$ cat config.mk
export PLATFORM = sky130hd
export DESIGN_NAME = frt_ram
export DESIGN_NICKNAME = d
export VERILOG_FILES = /design/src/rtl/core/fragment_reassembly_tracker_unit_macros.svh /design/src/rtl/core/frt_ram.sv
export SDC_FILE = /design/constraint.sdc
export NUM_CORES = 1
export LEC_CHECK = 0
export BUFFER_PORTS_ARGS = -buffer_cell sky130_fd_sc_hd__buf_4
export CAP_MARGIN = 20
export CORE_AREA = 8 8 126 93
export DETAILED_ROUTE_END_ITERATION = 10
export DIE_AREA = 0 0 134 101
export PLACE_DENSITY = 0.82
export SYNTH_ARGS = -nofsm -noshare
export SYNTH_HDL_FRONTEND = slang
export SYNTH_SLANG_ARGS = --single-unit
$ cat constraint.sdc
create_clock -name clk_i -period 6.1 [get_ports clk_i]
set_clock_uncertainty 0.1 [all_clocks]
set_input_delay 1.22 -clock clk_i [delete_from_list [all_inputs] [get_ports clk_i]]
set_output_delay 1.22 -clock clk_i [all_outputs]
set_load 0.05 [all_outputs]
$ cat src/rtl/core/fragment_reassembly_tracker_unit_macros.svh
// Assertion macros shared by the checking code of the tracker.
`ifndef FRAGMENT_REASSEMBLY_TRACKER_UNIT_MACROS_SVH
`define FRAGMENT_REASSEMBLY_TRACKER_UNIT_MACROS_SVH

// Checked on every clock edge while reset is released.
`define FRT_ASSERT(lbl, prop, msg) \
  lbl: assert property (@(posedge clk_i) disable iff (!rst_ni) prop) else $error(msg);

// Checked on every clock edge, reset included.
`define FRT_ASSERT_ALWAYS(lbl, prop, msg) \
  lbl: assert property (@(posedge clk_i) prop) else $error(msg);

`endif

$ cat src/rtl/core/frt_ram.sv
`default_nettype none
module frt_ram #(
  parameter int unsigned Width = 8,
  parameter int unsigned Depth = 16
) (
  input  wire logic                     clk_i,
  input  wire logic                     we_i,
  input  wire logic [$clog2(Depth)-1:0] waddr_i,
  input  wire logic [Width-1:0]         wdata_i,
  input  wire logic                     re_i,
  input  wire logic [$clog2(Depth)-1:0] raddr_i,
  output logic      [Width-1:0]         rdata_o
);

  logic [Width-1:0] mem [Depth];

  always_ff @(posedge clk_i) begin
    if (we_i) begin
      mem[waddr_i] <= wdata_i;
    end
  end

  always_ff @(posedge clk_i) begin
    if (re_i) begin
      rdata_o <= mem[raddr_i];
    end
  end

endmodule
`default_nettype wire

Word-level counts from Yosys, hierarchy flattened

Memory sizes are Yosys's and may differ from the RTL's. A register that Yosys moved wholly into a read port is not among the register bits.
Cells that the tools add are included.

Register bits: 0
Logic and storage cells: 3
Memories: 1
Output and inout bits: 8
ROM bits: 0
Bits in latches: 0
Input bits: 19
RAM bits: 128

Memories:

| name | words | bits a word | rd ports | clocked after Yosys merged registers in | wr ports | RTL line      | RTL |
|---|---|---|---|---|---|---|---|
| mem  | 16    | 8           | 1        | 1                                       | 1        | frt_ram.sv:15 | `logic [Width-1:0] mem [Depth];` |

Reduce and logical (&&, ||, !) cells: 0
Divide/modulo/power cells: 0
Multiply operators: 0
Mux-type cells: 2
$add $sub $neg: 0
Equal/unequal tests: 0
Bitwise logic cells: 0
$lt $le $gt $ge: 0
Shift-type cells: 0

Operator list:

| cell              | number |
|---|---|
| 1-bit two-way mux | 2 |

Longest topological paths before layout

Depth after elaboration: 2
Gate-level depth with buffers: 5
Gate-level depth less buffers: 3

Least setup slack after synthesis

Ideal clock, no wire load.

Path type: input to register
Start point: input port waddr_i[2]
End point: memory mem[0][0], enable pin
Data arrival time: 2.330 ns
Slack: 3.287 ns
Library setup time: 0.383 ns
Cell stages on the path: 2
Cells stage by stage: or3b_2 -> nor3_1

RTL lines:

| what            | RTL line      | RTL |
|---|---|---|
| start, declared | frt_ram.sv:8  | `input wire logic [$clog2(Depth)-1:0] waddr_i,` |
| end, declared   | frt_ram.sv:15 |  |

No word-level cell before the write port.

==> reports/summary.md <==
The met2 track demand over resource in global routing was 22.6%; the worst-case headroom to the max-slew limit was 28.9%. The number of diodes added for antenna fixing is 0. The post-CTS setup repair buffer count is 0. The worst hold path terminates at rdata_o[1]$_DFFE_PP_. Wires add up to 9.91 mm. The launch instance of the worst register-to-register path is mem[1][5]$_DFFE_PP_.

After synthesis, the largest area contributor takes up 78.1% of total cell area. Pin placement for this block handled 27 I/O pins. For the leakage power total, the log shows 2.05 nW. The die covers 13500 µm². The flow ran to the end, and the final reports show no timing, DRC or antenna violations.

Final hold analysis gives a worst-case slack of 0.640 ns. The total area inside the core boundary comes to 9890 µm². The total overflow left after global routing is 0. Once detail routing completed, the nets flagged for antenna violations numbered 0.

The clock network accounts for 48.2% of the total power. Compared with the post-synthesis result, the final layout area differs by 18.0%. Post-placement setup slack: 2.81 ns. The power density normalized to cell area was 366 nW/µm²; the total of warnings raised by yosys was 0. Dividing the final minimum period by the clock period gives 44.0%. The routed wire length per instance was 24.0 µm; the combined area of all synthesized cells was 5230 µm².

Once the floorplan was initialized, standard cells occupied 52.9% of the core. Net switching is 19.6% of the power. The worst hold path belongs to the class flip-flop to flip-flop. The number of instances on the worst hold path was 3. The peak-usage layer in the global routing report was met2. The quantity of hold-fixing buffers added after cts is 0, and the pin count of the biggest net entering global routing is 33.

Per report_power, the combinational group accounts for 4.9% of the total. When the netlist entered floorplanning its net count stood at 248. The start point of the worst min-delay path is mem[13][1]$_DFFE_PP_. During placement, the flow inserted port buffers numbering 26. The remaining design rule violation count is 0, and the global-route track usage on met1 is 21.6%.

The number of hold violations in the final report is 0, and the number of global-route vias before repair is 2476. Counting distinct cell types in the post-synthesis netlist gives 18. For the worst setup path, the data required time is 6.15 ns. Setup repair after global routing left no endpoint under its margin.

The number of buffers between clock root and the deepest sink is 2, and the proportion of layout cells with a drive suffix above 1 is 28.5%. The pre-antenna-repair detailed-routing pass consisted of 4 iterations. The run gives 0.00182 W as the internal power summed over all cells.

The first global-routing pass estimated 14.9 mm of wire. The count of state elements after synthesis was 136. The critical register-to-register path endpoint was rdata_o[5]$_DFFE_PP_. For the final routed database, the setup TNS stands at 0 ns.

The share of the Yosys chip area taken by registers is 78.1%. The width of the die is 134 µm. The number of antenna violations at the first check in global routing is 0, and the number of DRC markers after the initial detailed-route iteration is 249. Clock latency on the worst-skew pair: 0.42 ns. Measured in cells, the most critical reg-to-reg path has a length of 3. STA classifies the critical path endpoint as a flip-flop. Of all cell types, the one taking the most synthesized area is sky130_fd_sc_hd__edfxtp_1. STA classifies the critical path startpoint as an input pin. The sequential group share of total power was 46.9%; the register clock-pin slew on the reported worst setup and hold paths was 0.05 ns. The final route contains 2451 vias. Buffers inserted during clock tree synthesis total 17. The tools report the top achievable clock speed as 0.373 GHz. The tools report the count of nets after finishing as 287. Non-filler instance count after layout: 413. The tool flagged a number of max-cap violations equal to 0. The number of H-tree levels is 4, and the gate count after technology mapping is 229.

The floorplan step set the die height to 101 µm. The cell row count came out at 31. Across all register-to-register paths, the minimum setup slack is 4.47 ns.

The logs give 0 for the total of cells resized after clock tree synthesis and 3.42 ns for the post-layout worst setup margin. The run gives 136 as the TritonCTS sink count. In the global route stage, met3 resource usage came out at 7.02%. Of all nets on the critical path, the largest fanout is 32.

The detailed-route vias per instance was 5.93. The worst path arrival time is 2.73 ns. At the end of routability-driven placement, the weighted congestion stood at 0.755. Counting tap cells, the placed design contains a total of 380 instances. The worst-case IR drop observed on VDD is 0.000342 V. The worst path in the final design needs a cycle of 2.68 ns, including I/O delays and setup. Total global-route track usage: 15.9%. The finished cells cover 6170 µm². Setup violation total in the final timing report: 0. The start-to-end type of the worst setup path is input pin to flip-flop.

The mean cell area of the mapped netlist was 22.8 µm²; the number of max-slew violations in the final report was 0. TritonCTS built the clock tree. By area the synthesized netlist is led by sky130_fd_sc_hd__edfxtp_1 (78%), sky130_fd_sc_hd__mux4_2 (7.8%), sky130_fd_sc_hd__mux4_1 (7.0%). The switching power was 0.000442 W.

At the pin with the least slew margin, the transition time is 1.06 ns. CTS placed an instance of sky130_fd_sc_hd__clkbuf_16 at the clock tree root. Once placement finished, the instance area stood at 5520 µm². Once detailed placement completed, the half-perimeter wirelength came to 6.05 mm.
==> metal layers <==
layer,part of all wire [%],vias to the layer above
met2,47,116
met5,0,-
met1,44,1266
met3,7.8,10
met4,1.3,0
li1,-,1059
==> cells in the final DEF, fill, tap and decap left out <==
master | Yosys | final
sky130_fd_sc_hd__clkbuf_16 | 0 | 17
sky130_fd_sc_hd__nand3_1 | 1 | 1
sky130_fd_sc_hd__edfxtp_1 | 136 | 136
sky130_fd_sc_hd__a22oi_1 | 16 | 16
sky130_fd_sc_hd__nor3_1 | 4 | 4
sky130_fd_sc_hd__and2b_1 | 1 | 1
sky130_fd_sc_hd__nand2_1 | 9 | 9
sky130_fd_sc_hd__clkinv_2 | 0 | 5
sky130_fd_sc_hd__nor2b_1 | 1 | 1
sky130_fd_sc_hd__buf_4 | 1 | 29
sky130_fd_sc_hd__mux4_1 | 14 | 14
sky130_fd_sc_hd__clkinvlp_4 | 0 | 4
sky130_fd_sc_hd__clkbuf_1 | 0 | 1
sky130_fd_sc_hd__nand2b_1 | 2 | 2
sky130_fd_sc_hd__mux4_2 | 18 | 18
sky130_fd_sc_hd__clkbuf_4 | 0 | 1
sky130_fd_sc_hd__nor2_1 | 13 | 13
sky130_fd_sc_hd__and2_1 | 1 | 1
sky130_fd_sc_hd__nand3b_1 | 2 | 2
sky130_fd_sc_hd__bufinv_16 | 0 | 5
sky130_fd_sc_hd__or3b_2 | 1 | 1
==> critical path, stage by stage <==
cell	delay (ns)
sky130_fd_sc_hd__buf_4	0.48
sky130_fd_sc_hd__mux4_1	0.65
sky130_fd_sc_hd__a22oi_1	0.24
sky130_fd_sc_hd__nand2_1	0.13
==> registers in the layout, indices dropped and copies added, names as in the netlist <==
register	flops
mem	128
rdata_o	8
==> worst max-delay path by stage <==
stage | from | end | slack (ns) | depth (start not counted)
2_1_floorplan | waddr_i[2] | mem[0][0]$_DFFE_PP_ | 3.29 | 2
3_3_place_gp | waddr_i[2] | mem[0][1]$_DFFE_PP_ | 2.92 | 3
3_5_place_dp | waddr_i[2] | mem[0][0]$_DFFE_PP_ | 2.81 | 3
4_1_cts | waddr_i[2] | mem[0][5]$_DFFE_PP_ | 3.28 | 3
5_1_grt | raddr_i[0] | rdata_o[5]$_DFFE_PP_ | 3.37 | 4
6_report | raddr_i[0] | rdata_o[5]$_DFFE_PP_ | 3.42 | 4
==> cells in the mapped netlist <==
cell type                         instances
sky130_fd_sc_hd__nand2b_1                 2
sky130_fd_sc_hd__or3b_2                   1
sky130_fd_sc_hd__mux4_2                  18
sky130_fd_sc_hd__edfxtp_1               136
sky130_fd_sc_hd__buf_2                    3
sky130_fd_sc_hd__a22oi_1                 16
sky130_fd_sc_hd__and2b_1                  1
sky130_fd_sc_hd__and2_1                   1
sky130_fd_sc_hd__nand3_1                  1
sky130_fd_sc_hd__mux4_1                  14
sky130_fd_sc_hd__nand2_1                  9
sky130_fd_sc_hd__nand3b_1                 2
sky130_fd_sc_hd__nor3_1                   4
sky130_fd_sc_hd__buf_4                    1
sky130_fd_sc_hd__buf_6                    3
sky130_fd_sc_hd__nor2_1                  13
sky130_fd_sc_hd__clkdlybuf4s25_2          3
sky130_fd_sc_hd__nor2b_1                  1
==> area by class of cell <==
| type | instances | area [µm²] |
|---|---|---|
| clock buffer | 18 | 429 |
| clock inverter | 14 | 205 |
| fill | 656 | 3720 |
| multi-input combinational | 83 | 1060 |
| sequential | 136 | 4080 |
| tap | 132 | 165 |
| timing repair buffer | 30 | 225 |
==> power by group through the flow <==
stage               combinational [W]  sequential, W  clock (W)
finish                       0.000112        0.00106    0.00109
global route                 0.000120        0.00106    0.00114
CTS                          0.000113        0.00106    0.00110
detailed placement           0.000112        0.00108          0
global placement             0.000109        0.00108          0
floorplan                   0.0000531        0.00109          0
==> per-stage QoR <==
stage / power, W / utilization [%]
after global routing: 0.00232 / 62.3
final: 0.00226 / 62.3
after CTS: 0.00227 / 62.3
after floorplan: 0.00115 / -
after detailed placement: 0.00119 / 55.9
after global placement: 0.00119 / 55.9
==> kinds of logic after synthesis <==
family | share of synthesized area (%)
and+or+nand+nor | 3.14
DFF | 78.1
buffers and inverters | 1.65
muxes | 14.8
AOI/OAI and AO/OA | 2.30
No activity file was read; power rests on OpenSTA's default activity.
