[src/rtl/core/fragment_reassembly_tracker_unit_macros.svh]
// Assertion macros shared by the checking code of the tracker.
`ifndef FRAGMENT_REASSEMBLY_TRACKER_UNIT_MACROS_SVH
`define FRAGMENT_REASSEMBLY_TRACKER_UNIT_MACROS_SVH

// Checked on every clock edge while reset is released.
`define FRT_ASSERT(lbl, prop, msg) \
  lbl: assert property (@(posedge clk_i) disable iff (!rst_ni) prop) else $error(msg);

// Checked on every clock edge, reset included.
`define FRT_ASSERT_ALWAYS(lbl, prop, msg) \
  lbl: assert property (@(posedge clk_i) prop) else $error(msg);

`endif

[src/rtl/core/frt_pkg.sv]
`default_nettype none
package frt_pkg;

  localparam int unsigned NUM_SLOTS  = 16;
  localparam int unsigned SLOT_W     = 4;
  localparam int unsigned MAX_PIECES = 16;
  localparam int unsigned PIECE_W    = 4;
  localparam int unsigned CNT_W      = 5;
  localparam int unsigned PADDR_W    = 3;

  localparam logic [31:0] EXPIRY_RESET = 32'd1000000000;
  localparam logic [PADDR_W-1:0] REG_EXPIRY_WINDOW = '0;

  localparam logic [2:0] STAT_PENDING  = 3'd0;
  localparam logic [2:0] STAT_PIECE    = 3'd1;
  localparam logic [2:0] STAT_SHORT    = 3'd2;
  localparam logic [2:0] STAT_BUSY     = 3'd3;
  localparam logic [2:0] STAT_DUP      = 3'd4;
  localparam logic [2:0] STAT_OVERLAP  = 3'd5;
  localparam logic [2:0] STAT_FULL     = 3'd6;
  localparam logic [2:0] STAT_NOT_FRAG = 3'd7;

  typedef enum logic [1:0] {
    AGE_NOP    = 2'd0,
    AGE_REMOVE = 2'd1,
    AGE_APPEND = 2'd2,
    AGE_MOVE   = 2'd3
  } age_op_e;

  typedef struct packed {
    age_op_e           op;
    logic [SLOT_W-1:0] slot;
  } age_cmd_t;

  typedef struct packed {
    logic [15:0]      id;
    logic [16:0]      received;
    logic [16:0]      total;
    logic [31:0]      stamp;
    logic [CNT_W-1:0] count;
  } slot_rec_t;

  typedef struct packed {
    logic [15:0] start;
    logic [15:0] size;
    logic [15:0] handle;
  } piece_t;

endpackage
`default_nettype wire

[src/rtl/core/frt_age_list.sv]
`default_nettype none
module frt_age_list (
  input  wire logic                           clk_i,
  input  wire logic                           rst_ni,
  input  wire frt_pkg::age_cmd_t              cmd_i,
  output logic      [frt_pkg::SLOT_W-1:0]     head_o,
  output logic      [frt_pkg::CNT_W-1:0]      count_o
);
  import frt_pkg::*;

  // Slots in least-recently-updated order, oldest at position zero.
  logic [SLOT_W-1:0] order_q [NUM_SLOTS];
  logic [SLOT_W-1:0] order_d [NUM_SLOTS];
  logic [SLOT_W-1:0] rm      [NUM_SLOTS];
  logic [CNT_W-1:0]  cnt_q, cnt_d, cnt_rm;
  logic [NUM_SLOTS-1:0] hit, at_or_after;
  logic found, do_rm, do_app;

  always_comb begin
    for (int j = 0; j < NUM_SLOTS; j++) begin
      hit[j] = (CNT_W'(j) < cnt_q) && (order_q[j] == cmd_i.slot);
    end
    at_or_after[0] = hit[0];
    for (int j = 1; j < NUM_SLOTS; j++) begin
      at_or_after[j] = at_or_after[j-1] | hit[j];
    end
    found = |hit;
    for (int j = 0; j < NUM_SLOTS - 1; j++) begin
      rm[j] = at_or_after[j] ? order_q[j+1] : order_q[j];
    end
    rm[NUM_SLOTS-1] = order_q[NUM_SLOTS-1];

    do_rm  = (cmd_i.op == AGE_REMOVE) || (cmd_i.op == AGE_MOVE);
    do_app = (cmd_i.op == AGE_APPEND) || (cmd_i.op == AGE_MOVE);

    cnt_rm = (do_rm && found) ? cnt_q - CNT_W'(1) : cnt_q;
    for (int j = 0; j < NUM_SLOTS; j++) begin
      order_d[j] = (do_rm && found) ? rm[j] : order_q[j];
    end
    cnt_d = cnt_rm;
    if (do_app && (cnt_rm < CNT_W'(NUM_SLOTS))) begin
      order_d[cnt_rm[SLOT_W-1:0]] = cmd_i.slot;
      cnt_d = cnt_rm + CNT_W'(1);
    end
  end

  always_ff @(posedge clk_i) begin
    for (int j = 0; j < NUM_SLOTS; j++) begin
      order_q[j] <= order_d[j];
    end
  end

  always_ff @(posedge clk_i or negedge rst_ni) begin
    if (!rst_ni) begin
      cnt_q <= '0;
    end else begin
      cnt_q <= cnt_d;
    end
  end

  assign head_o  = order_q[0];
  assign count_o = cnt_q;

endmodule
`default_nettype wire

[config.mk]
export PLATFORM = sky130hd
export DESIGN_NAME = frt_age_list
export DESIGN_NICKNAME = d
export VERILOG_FILES = /design/src/rtl/core/fragment_reassembly_tracker_unit_macros.svh /design/src/rtl/core/frt_pkg.sv /design/src/rtl/core/frt_age_list.sv
export SDC_FILE = /design/constraint.sdc
export NUM_CORES = 1
export LEC_CHECK = 0
export BUFFER_PORTS_ARGS = -buffer_cell sky130_fd_sc_hd__buf_2
export CORE_AREA = 2 2 94 96
export DETAILED_ROUTE_END_ITERATION = 6
export DIE_AREA = 0 0 96 98
export PLACE_DENSITY = 0.7
export SYNTH_ARGS = -nofsm -noshare
export SYNTH_HDL_FRONTEND = slang
export SYNTH_SLANG_ARGS = --single-unit
[constraint.sdc]
create_clock -name clk_i -period 3.2 [get_ports clk_i]
set_input_delay 0.16 -clock clk_i [delete_from_list [all_inputs] [get_ports clk_i]]
set_output_delay 0.16 -clock clk_i [all_outputs]
set_load 0.05 [all_outputs]
## After elaboration in Yosys (flattened, before gate mapping)

Memory sizes are Yosys's and may differ from the RTL's.
Index checks and enable logic that the tools add are counted.

- Add/sub/neg operators: 2
- Magnitude comparators: 19
- Equal/unequal tests: 19
- Multiplexer cells: 36
- Bitwise gates (word level): 15
- Reduce and logical (&&, ||, !) cells: 22

Operators by type and width:

| cell | count |
|---|---|
| 4-bit two-way mux | 31 |
| 64-bit bitwise mux | 1 |
| 4-bit equality test | 16 |
| 64-bit two-way mux | 1 |
| 4-bit by 5-bit less-than comparator with 1-bit output, first input constant | 8 |
| 3-bit by 5-bit less-than comparator with 1-bit output, first input constant | 4 |
| 1-bit logical AND | 19 |
| 4-bit demux with 4-bit select | 1 |
| 16-bit OR reduction | 1 |
| 1-bit OR | 14 |
| 1-bit by 5-bit less-than comparator with 1-bit output, first input constant | 2 |
| 2-bit by 5-bit less-than comparator with 1-bit output, first input constant | 2 |
| 5-bit two-way mux | 2 |
| 5-bit by 1-bit adder with 5-bit output, second input constant | 1 |
| 5-bit greater-or-equal comparator, second input constant | 1 |
| 5-bit by 1-bit less-than comparator with 1-bit output, second input constant | 1 |
| 5-bit less-than comparator, second input constant | 1 |
| 4-bit inverter with 5-bit output | 1 |
| 5-bit by 1-bit subtractor with 5-bit output, second input constant | 1 |
| 2-bit equality test, second input constant | 2 |
| 2-bit by 1-bit equality test with 1-bit output, second input constant | 1 |
| 1-bit logical OR | 2 |

- Register bits: 5
- RAM bits: 64
- Input port bits: 8
- Output and inout port bits: 9
- Word-level logic and storage cells: 115
- Memories kept: 1

Memories:

| memory | depth | width | rd ports | clocked after Yosys merged registers in | write ports | line | source |
|---|---|---|---|---|---|---|---|
| order_q | 16 | 4 | 16 | 0 | 16 | frt_age_list.sv:12 | `logic [SLOT_W-1:0] order_q [NUM_SLOTS];` |

## Logic depth before layout (Yosys ltp)

- Depth in word-level cells: 20
- Gate-level depth with buffers: 15
- Mapped depth without buffers: 12

## Worst setup path after synthesis

Ideal clock, no wire load.

- Path kind: reg-to-reg
- Start: register cnt_q[0] (netlist: count_o[0])
- End: memory order_q[11][3] (netlist: order_q[1][15])
- Library setup time: 0.134 ns
- Arrival: 3.135 ns
- Data required time: 3.066 ns
- Setup slack: -0.069 ns
- Cell stages (with the launch flop): 14
- Path buffers: 3
- Clock period less this slack: 3.269 ns
- Path through: dfrtp_1 -> buf_6 -> or3_4 -> a21oi_2 -> nor2_1 -> nor4_4 -> a41oi_2 -> buf_4 -> xnor2_1 -> inv_1 -> ha_1 -> and3_1 -> buf_2 -> mux2i_1

RTL lines:

| element | line | source |
|---|---|---|
| start, declared | frt_age_list.sv:15 | `logic [CNT_W-1:0] cnt_q, cnt_d, cnt_rm;` |
| start signal, assigned | frt_age_list.sv:57 | `cnt_q <= cnt_d;` |
| end, declared | frt_age_list.sv:12 |  |

==> impl_metrics.ini <==
[floorplan]
io_pins = 17
design.die.area_sq_um = 9410
floorplan.initialDensity_pct = 53.1
die_width_um = 96
rows = 34
core_area_sq_um = 8470
die_h_um = 98

[sta]
finalMaxSlewViolations = 0
max_slew_margin_pct = 54.6
tns_ns = 0
layout_setup_ws_ns = 0.0895
skew_ns = 0.0103
period_needed_ns = 3.11
max_freq_mhz = 321
layout_worst_path_cycle_share_pct = 97.2
setup_violations = 0
hold_viol = 0
worstMarginPinSlew_ns = 0.681

[global_route]
grt.overflow.total = 0
grt_max_degree = 22
track_usage_pct = 23.8
antenna_found_initial = 0
grt_pass1_wl_mm = 17.4
grt_pass1_vias = 3371

[routing]
wl_mm = 10.9
drt_iter0_markers = 157
dr.pass1.iters = 4
vias_per_cell = 5.77
postRouteAntennaNets = 0
wl_per_cell_um = 18.9
post-route-drc-count = 0
vias = 3336

[worst_setup_path]
worst_setup_path_start_kind = register
cp_max_fo = 9
arrival_ns = 3.30
endpoint_kind = register
critPathKind = reg2reg
crit_required_ns = 3.39

[power]
ir_worst_vdd_uv = 408
power_density_nw_per_um2 = 1200
power_frac_seq_pct = 28.9
swShare_pct = 42.7
p_clk_share_pct = 15.1
intPower_w = 0.00348
power_frac_comb_pct = 56.0
leakage_nw = 2.33
switching_power_w = 0.00259

[synth]
ys_dominant_reg_cell = dfxtp_1
syn_nets = 459
synthCells = 445
ys_ff_latch = 69
synth_area_leaders = dfxtp_1, mux2i_1, xnor2_1
synth_top_area_cell = dfxtp_1
synth_top_area_share_pct = 26.7
synth-edff-count = 4
syn_area_sq_um = 4490
ys_types = 53
postSynthAreaPerCell_sq_um = 10.1
yosysWarnings = 0
async_flop_share_pct = 7.25
ys_seq_area_share_pct = 32.2

[clocking]
numCtsBuffers = 9
cts_tree = yes
path_clk_slew_ns = 0.08
clock_latency_ns = 0.34
clkSinkCount = 69
clockRootBuffer = clkbuf_8
clockBufferDepth = 2
htreeDepth = 3

[layout]
finalNetCount = 479
drive_gt1_share_pct = 21.7
seqCellArea_sq_um = 1450
nFillCells = 718
n_antenna_cell = 0
mostFrequentLayoutCells = mux2i_1, dfxtp_1, xnor2_1, buf_4, xor2_1
layout_commonest_cell = mux2i_1
synthToLayoutAreaGrowth_pct = 12.5
multi_input_area_sq_um = 2820

[placement]
place_ws_ns = -0.0218
hpwl_mm = 7.89
gp_congestion = 0.974
io_buffers = 16

[run_status]
status = finished clean

[hold_path]
hp-class = in2reg

[flow_run]
drv_cap = 0
[synth_stat cells, types with 2 or more instances]
library cell  instances
a21oi_1               9
and2_1                2
and3_1               10
buf_1                 3
buf_2                12
buf_4                11
buf_6                 5
clkbuf_1              6
dfrtp_1               5
dfxtp_1              60
edfxtp_1              4
ha_1                  6
inv_1                11
mux2_2                2
mux2i_1             120
nand2_1              16
nand2b_1              4
nand3_1              11
nand3_2               3
nand3_4               4
nand4_1               8
nor2_1               10
nor3_1                7
nor4_1                4
o21ai_0               5
o21ai_1               6
or2_2                 3
or3_1                 2
xnor2_1              53
xor2_1               20
[per-layer routing]
layer  wire length (um)  part of all wire (%)  GRT usage [%]  vias up
met5                  0                     0              0        -
met4                154                   1.4           6.59        0
met3                481                   4.4           4.55       15
met2               5080                    47           37.0       87
met1               5200                    48           33.6     1637
li1                   -                     -              -     1597
[power groups by stage]
stage               combinational, W  sequential [W]  clock (W)
floorplan                    0.00246         0.00172          0
global placement             0.00314         0.00176          0
detailed placement           0.00322         0.00178          0
CTS                          0.00327         0.00175   0.000924
global route                 0.00369         0.00181   0.000963
finish                       0.00340         0.00176   0.000915
[flip-flops by register name, indices dropped and copies added (netlist names), named ones only]
name,cells
count_o,5
order_q,60
[kinds of logic (layout without fill, tap and decap cells)]
| logic type | Yosys count | in the layout | synth area share [%] |
|---|---|---|---|
| xor+xnor | 73 | 73 | 14.2 |
| flops | 69 | 69 | 32.2 |
| buf+inv | 48 | 73 | 6.10 |
| compound gates | 33 | 33 | 5.07 |
| mux | 123 | 123 | 27.5 |
| fa+ha+maj | 6 | 6 | 1.67 |
| simple gates | 93 | 93 | 13.2 |
[worst max-delay path, stage by stage, from the launching register on]
cell,delay (ns)
dfrtp_2,0.47
or3_4,0.39
a21oi_2,0.16
nor2_1,0.09
nor4_4,0.32
a41oi_2,0.22
buf_6,0.20
buf_4,0.15
and4b_1,0.20
a211o_1,0.33
and3_2,0.29
mux2i_1,0.14
[final cells by class]
class	count	share of cell area (%)
Sequential cell	69	28.7
Multi-Input combinational cell	328	55.8
Inverter	11	0.817
Clock inverter	3	1.78
Clock buffer	13	3.34
Timing Repair Buffer	46	6.91
Tap cell	108	2.67
[what timing repair did]
action                                 CTS  global route
setup endpoints to repair               19            48
buffers inserted                         0             2
resized for setup                        1            17
pin swaps                                0             4
hold buffers                             1             0
cloned                                   0             0
endpoints found under the hold margin    5             0
[stage by stage]
step                utilization, %  instance area (sq um)  instances  hold WS, ns  total power [W]
finish                        59.7                   5050        578       0.0829          0.00607
global route                  59.7                   5050        578       0.0866          0.00646
CTS                           59.0                   5000        576       0.0760          0.00595
detailed placement            55.7                   4720        559      -0.0220          0.00499
global placement              55.7                   4720        559      -0.0249          0.00490
floorplan                        -                   4500        445       -0.136          0.00419
[final timing paths]
path	endpoint	cells after the start	startpoint	slack, ns
max	order_q[0][4]	11	count_o[2]	0.09
min	count_o[4]	3	cmd_i[5]	0.08
max reg2reg	order_q[0][4]	11	count_o[2]	0.09
min reg2reg	order_q[0][11]	2	order_q[0][15]	0.58
max in group asynchronous	count_o[2]	2	rst_ni	2.89
min in group asynchronous	count_o[0]	2	rst_ni	0.17
Power figures use the tool's default switching activity.
